**config.mk**
```make
export PLATFORM = sky130hd
export DESIGN_NAME = gbtb_ctrl
export DESIGN_NICKNAME = d
export VERILOG_FILES = /design/src/sv/gbtb_pkg.sv /design/src/sv/gbtb_ctrl.sv
export SDC_FILE = /design/constraint.sdc
export NUM_CORES = 1
export LEC_CHECK = 0
export BUFFER_PORTS_ARGS = -buffer_cell sky130_fd_sc_hd__buf_2
export CORE_MARGIN = 5
export CORE_UTILIZATION = 50
export DETAILED_ROUTE_END_ITERATION = 10
export GPL_ROUTABILITY_DRIVEN = 1
export HOLD_SLACK_MARGIN = 0.03
export MAX_ROUTING_LAYER = met4
export PLACE_DENSITY = 0.76
export SLEW_MARGIN = 20
export SYNTH_ARGS = -nofsm -noshare
export SYNTH_HDL_FRONTEND = slang
export SYNTH_SLANG_ARGS = --single-unit
```
**constraint.sdc**
```tcl
create_clock -name aclk -period 1.81 [get_ports aclk]
set_input_delay 0.362 -clock aclk [delete_from_list [all_inputs] [get_ports aclk]]
set_output_delay 0.362 -clock aclk [all_outputs]
set_load 0.02 [all_outputs]
```
**src/sv/gbtb_pkg.sv**
```systemverilog
// Shared types and constants for the Gaussian box transition bounds block.
// Holds the controller/datapath command and status words and the exp helper
// used when the CDF table is built at elaboration.
package gbtb_pkg;

    localparam int EVAL_COUNT = 6;
    localparam int SEL_W      = 3;
    localparam int DIV_STEPS  = 19;
    localparam int CNT_W      = 5;

    localparam longint unsigned LN2_Q26 = 64'd46516320;

    typedef struct packed {
        logic             load;
        logic             prep;
        logic             eval_load;
        logic             div_step;
        logic             cdf_a;
        logic             cdf_b;
        logic             cdf_c;
        logic             cdf_d;
        logic             mass;
        logic             prod;
        logic [SEL_W-1:0] sel;
    } gbtb_cmd_t;

    typedef struct packed {
        logic last;
        logic out_busy;
    } gbtb_sts_t;

    // floor(num / den), restoring long division, elaboration use only
    function automatic longint unsigned div_u64(input longint unsigned num,
                                                input longint unsigned den);
        longint unsigned q;
        longint unsigned r;
        q = 64'd0;
        r = 64'd0;
        for (int i = 63; i >= 0; i--) begin
            r = {r[62:0], num[i]};
            q = q << 1;
            if (r >= den) begin
                r = r - den;
                q = q | 64'd1;
            end
        end
        return q;
    endfunction

    // exp(-x), x in Q6.26, result in Q2.30
    function automatic longint unsigned exp_neg(input longint unsigned x26);
        longint unsigned n;
        longint unsigned r30;
        longint unsigned sum;
        longint unsigned term;
        longint unsigned kk;
        n    = x26 / LN2_Q26;
        r30  = (x26 - n * LN2_Q26) << 4;
        sum  = 64'd1 << 30;
        term = 64'd1 << 30;
        if (n >= 64'd63) begin
            return 64'd0;
        end
        for (kk = 64'd1; kk <= 64'd13; kk++) begin
            term = div_u64((term * r30) >> 30, kk);
            if (kk[0]) begin
                sum = sum - term;
            end else begin
                sum = sum + term;
            end
        end
        return sum >> n;
    endfunction

endpackage

```
**src/sv/gbtb_ctrl.sv**
```systemverilog
// Sequencer for the transition bounds block.
// Depends on gbtb_pkg for the command and status words.
module gbtb_ctrl (
    input  logic               aclk,
    input  logic               aresetn,
    input  logic               s_valid,
    output logic               s_ready,
    input  gbtb_pkg::gbtb_sts_t sts,
    output gbtb_pkg::gbtb_cmd_t cmd
);
    import gbtb_pkg::*;

    localparam logic [3:0] ST_IDLE = 4'd0;
    localparam logic [3:0] ST_PREP = 4'd1;
    localparam logic [3:0] ST_LOAD = 4'd2;
    localparam logic [3:0] ST_DIV  = 4'd3;
    localparam logic [3:0] ST_CA   = 4'd4;
    localparam logic [3:0] ST_CB   = 4'd5;
    localparam logic [3:0] ST_CC   = 4'd6;
    localparam logic [3:0] ST_CD   = 4'd7;
    localparam logic [3:0] ST_MASS = 4'd8;
    localparam logic [3:0] ST_PROD = 4'd9;

    logic [3:0]       state_reg, state_next;
    logic [SEL_W-1:0] sel_reg, sel_next;
    logic [CNT_W-1:0] cnt_reg, cnt_next;

    always_ff @(posedge aclk) begin
        if (!aresetn) begin
            state_reg <= ST_IDLE;
            sel_reg   <= '0;
            cnt_reg   <= '0;
        end else begin
            state_reg <= state_next;
            sel_reg   <= sel_next;
            cnt_reg   <= cnt_next;
        end
    end

    always_comb begin
        state_next = state_reg;
        sel_next   = sel_reg;
        cnt_next   = cnt_reg;
        cmd        = '0;
        cmd.sel    = sel_reg;
        s_ready    = 1'b0;
        unique case (state_reg)
            ST_IDLE: begin
                s_ready  = aresetn;
                cmd.load = s_valid && aresetn;
                if (s_valid) begin
                    state_next = ST_PREP;
                end
            end
            ST_PREP: begin
                cmd.prep   = 1'b1;
                sel_next   = '0;
                state_next = ST_LOAD;
            end
            ST_LOAD: begin
                cmd.eval_load = 1'b1;
                cnt_next      = '0;
                state_next    = ST_DIV;
            end
            ST_DIV: begin
                cmd.div_step = 1'b1;
                cnt_next     = cnt_reg + 1'b1;
                if (cnt_reg == CNT_W'(DIV_STEPS - 1)) begin
                    state_next = ST_CA;
                end
            end
            ST_CA: begin
                cmd.cdf_a  = 1'b1;
                state_next = ST_CB;
            end
            ST_CB: begin
                cmd.cdf_b  = 1'b1;
                state_next = ST_CC;
            end
            ST_CC: begin
                cmd.cdf_c  = 1'b1;
                state_next = ST_CD;
            end
            ST_CD: begin
                cmd.cdf_d = 1'b1;
                if (sel_reg == SEL_W'(EVAL_COUNT - 1)) begin
                    state_next = ST_MASS;
                end else begin
                    sel_next   = sel_reg + 1'b1;
                    state_next = ST_LOAD;
                end
            end
            ST_MASS: begin
                cmd.mass   = 1'b1;
                state_next = ST_PROD;
            end
            ST_PROD: begin
                if (!(sts.last && sts.out_busy)) begin
                    cmd.prod   = 1'b1;
                    state_next = ST_IDLE;
                end
            end
            default: begin
                state_next = ST_IDLE;
            end
        endcase
    end

endmodule

```
Yosys cells after proc, flatten, opt, wreduce, memory -nomap -nowiden
Cells that the tools add are included.
{"block": "word_totals", "regBits": 12, "in_bits": 5, "out_inout_bits": 14, "wordCells": 47}
{"block": "op_classes", "addsub": 2, "n_eq_ne": 15, "mux": 20, "n_reduce_logical": 7}
{"operator": "one-hot mux 4 bit (10 select lines)", "n": 1}
{"operator": "equality test 4 x 3 -> 1 bit (second input constant)", "n": 4}
{"operator": "two-way mux 4 bit", "n": 4}
{"operator": "two-way mux 1 bit", "n": 12}
{"operator": "one-hot mux 5 bit (2 select lines)", "n": 1}
{"operator": "equality test 4 x 2 -> 1 bit (second input constant)", "n": 2}
{"operator": "equality test 4 bit (second input constant)", "n": 2}
{"operator": "!= test 2 bit (second input constant)", "n": 4}
{"operator": "one-hot mux 3 bit (2 select lines)", "n": 1}
{"operator": "adder 5 x 1 -> 5 bit (second input constant)", "n": 1}
{"operator": "equality test 5 bit (second input constant)", "n": 1}
{"operator": "equality test 4 x 1 -> 1 bit (second input constant)", "n": 1}
{"operator": "zero test 4 bit", "n": 1}
{"operator": "nonzero test 2 bit", "n": 2}
{"operator": "adder 3 x 1 -> 3 bit (second input constant)", "n": 1}
{"operator": "equality test 3 bit (second input constant)", "n": 1}
{"operator": "two-way mux 3 bit", "n": 1}
{"operator": "AND reduction 3 bit", "n": 1}
{"operator": "logical AND 1 bit", "n": 2}
{"operator": "AND reduction 2 bit", "n": 1}

Depth between registers and ports, before layout
{"block": "logic_depth", "depth_word": 3, "ltp_mapped": 6}

Worst setup path after synthesis
Ideal clock, no wire load.
{"block": "synth_timing", "path_kind": "reg2out", "from": "reg state_reg[1]", "to": "out cmd[11] (netlist bit)", "t_arrival_ns": 1.435, "required_time_ns": 1.448, "path_slack_ns": 0.013, "stages_incl_launch_ff": 3, "n_path_buf": 1, "path_cell_list": "dfxtp_1 > buf_2 > nor4b_1"}
{"element": "from (decl)", "line": "gbtb_ctrl.sv:24", "source": "logic [3:0] state_reg, state_next;"}
{"element": "from (signal assigned)", "line": "gbtb_ctrl.sv:34", "source": "state_reg <= state_next;"}
{"element": "to (decl)", "line": "gbtb_ctrl.sv:9", "source": "output gbtb_pkg::gbtb_cmd_t cmd"}

==> results.md <==
* CP bufs+invs at 1
* Synth Area in Compound Gates at 0.169
* Post-synthesis xor/xnor area fraction at 0
* Commonest non-fill, non-tap cell in the layout: buf_2
* Mux cell area share after synthesis at 0.0263
* Quantity of I/O buffers inserted on ports at 18
* Power share of the clock group at 0.369
* Initial Utilization at 0.518
* Initial antenna violation count at 0
* Crit path required time at 1.45 ns
* Fin crit period at 1.68 ns
* Status: completed
* CP max stage cell: dfxtp_2
* Max Transition Viols Final at 0
* Mapped Area at 762 um2
* Pwr dens at 640 nW/um2
* Post-synth EDFFs at 0
* Row count at 14
* Max reg flops at 5
* Syn avg cell area at 8.19 um2
* Main combinational cell family by area after synthesis: simple AND/OR/NAND/NOR gates
* Worst min path class: primary input to flop
* Synth warn at 0
* Total number of vias at 712
* Commonest non-fill, non-tap cells in the layout: 18 x buf_2, 11 x nand2_1, 8 x nor2_1, 8 x dfxtp_1, 5 x a21oi_1
* Antenna-violating nets left at 0
* TritonCTS clock tree: done
* Setup bufs post-CTS at 0
* First-pass GRT wire length at 2.92 mm
* Critical path type: flop to output port
* Post-Synth Adder-Cell Area at 0.0657
* Clock transition at the registers of the reported paths at 0.07 ns
* Clock tree sinks at 12
* Clock latency on the worst-skew pair at 0.27 ns
* Tcrit/Tclk final at 0.929
* Fin nets at 120
* Final setup viols at 0
* Sequential area share after synthesis at 0.315
* I/O Pins at 19
* Top_reg_cell synth: dfxtp_1
* Slew margin rel. at 0.809
* Crit path arrival time at 1.32 ns
* Largest net degree at the start of global routing at 17
* Switching pwr at 155 uW
* CTS Buf Count at 3
* Clock buffer depth at 2
* Worst vdd ir at 512 uV
* Vias in the first global route at 668
* GRT Total Usage at 0.151
* Post-synthesis async set-or-reset flop share at 0
* #FFs+latches synth at 12
* Drt drc at 0
* Routability cong. at 0.799
* Fin Clk Skew at 0.000427 ns
* Unrepaired setup endpoints after global routing: no
* Int Power at 425 uW
* Synthesized Nets at 102
* P_leak at 0.000397 uW
* Worst setup margin at 0.129 ns
* Simple-gate share of the synthesized area at 0.373
* DP HPWL at 1.27 mm
* Post-place instance area at 848 um2
* Crit path max-delay family: flip-flops
* Combinational power share at 0.133
* Fmax at 595 MHz
* Setup TNS at 0 ns
* # diodes at 0
* # hold bufs at CTS at 0
* Library cells used by synthesis at 34
* Startpoint types: flop
* Post-route design area at 907 um2
* Post-Place Setup Slack at 0.208 ns
* Layout cells sized above 1 at 0.309
* Core Area at 1470 um2
* H-tree Lvls at 1
* Sequential share of power at 0.498
* Final WL at 1.68 mm
* First DRT Iteration DRCs at 9
* Crit-path max cell delay at 0.48 ns
* Max Cap Viol at 0
* P&R area growth vs syn at 19.0%
* Die span in y at 49.0 um
* Crit end category: output port
* Die area at 2400 um2
* Vias per Instance at 5.65
* Worst-margin pin slew at 0.285 ns
* Crit path max fanout at 12
* Die width at 49.0 um
* DR WL/cell at 13.3 um
* Cells along the critical path: nor2_4, and3_1, and2_1, buf_2
* Root Buffer: clkbuf_4
* Switching Fraction at 0.267
* Remaining Overflow, GRT at 0
* Reg-to-reg slack, setup at 0.33 ns
* Fin. Hold Viols at 0
* Initial DRT Pass Iterations at 4
* Gate count of the mapped netlist at 93
## what timing repair did
action                                  4_1_cts  5_1_grt
resized for setup                             4        4
pin swaps                                     0        0
endpoints found under the setup margin        4        3
gates cloned                                  0        0
## metrics by stage
step | total power [uW] | util | std cells | hold slack, ns
floorplan | 347 | - | 93 | 0.466
global placement | 366 | 0.577 | 122 | 0.486
detailed placement | 368 | 0.577 | 122 | 0.490
CTS | 587 | 0.608 | 126 | 0.397
global route | 615 | 0.616 | 126 | 0.399
finish | 580 | 0.616 | 126 | 0.403
## layout make-up
class,instances,area [um2]
timing repair buffer,18,90.1
inverter,4,15.0
fill,141,564
multi-input combinational,72,498
sequential,12,248
tap,16,20.0
clock buffer,4,36.3
## Yosys cell counts (3+ instances only)
cell type	count	share of area
dfxtp_1	12	0.32
nand2_1	11	0.054
nor2_1	9	0.044
a21oi_1	5	0.033
and2_1	4	0.033
buf_2	4	0.026
ha_1	4	0.066
inv_1	3	0.015
nand2b_1	3	0.025
nand3_1	3	0.020
nand3b_1	3	0.030
nor3_1	3	0.020
## metal layers
layer	vias up	track usage	part of all wire
met5	-	-	0
met4	0	0.0807	0.017
met3	4	0.0275	0.059
met2	19	0.224	0.43
met1	325	0.193	0.49
li1	364	-	-
## kinds of logic after synthesis
family | Yosys count
fa+ha+maj | 4
compound gates | 17
mux | 2
buf+inv | 9
flops | 12
simple gates | 49
## worst paths after layout
path	startpoint	endpoint	cells past startpoint
setup / recovery	state_reg[2]	cmd[12]	4
hold / removal	aresetn	cnt_reg[0]	2
setup reg to reg	sel_reg[1]	sel_reg[2]	6
hold reg to reg	sel_reg[1]	sel_reg[1]	2
## power groups by stage
| stage | Sequential (uW) | Combinational (uW) | Clock (uW) |
|---|---|---|---|
| floorplan | 282 | 65.2 | 0 |
| global placement | 292 | 74.6 | 0 |
| detailed placement | 293 | 75.8 | 0 |
| CTS | 288 | 76.2 | 223 |
| global route | 292 | 84.8 | 239 |
| finish | 289 | 77.2 | 214 |
(Power assumes the default switching activity.)
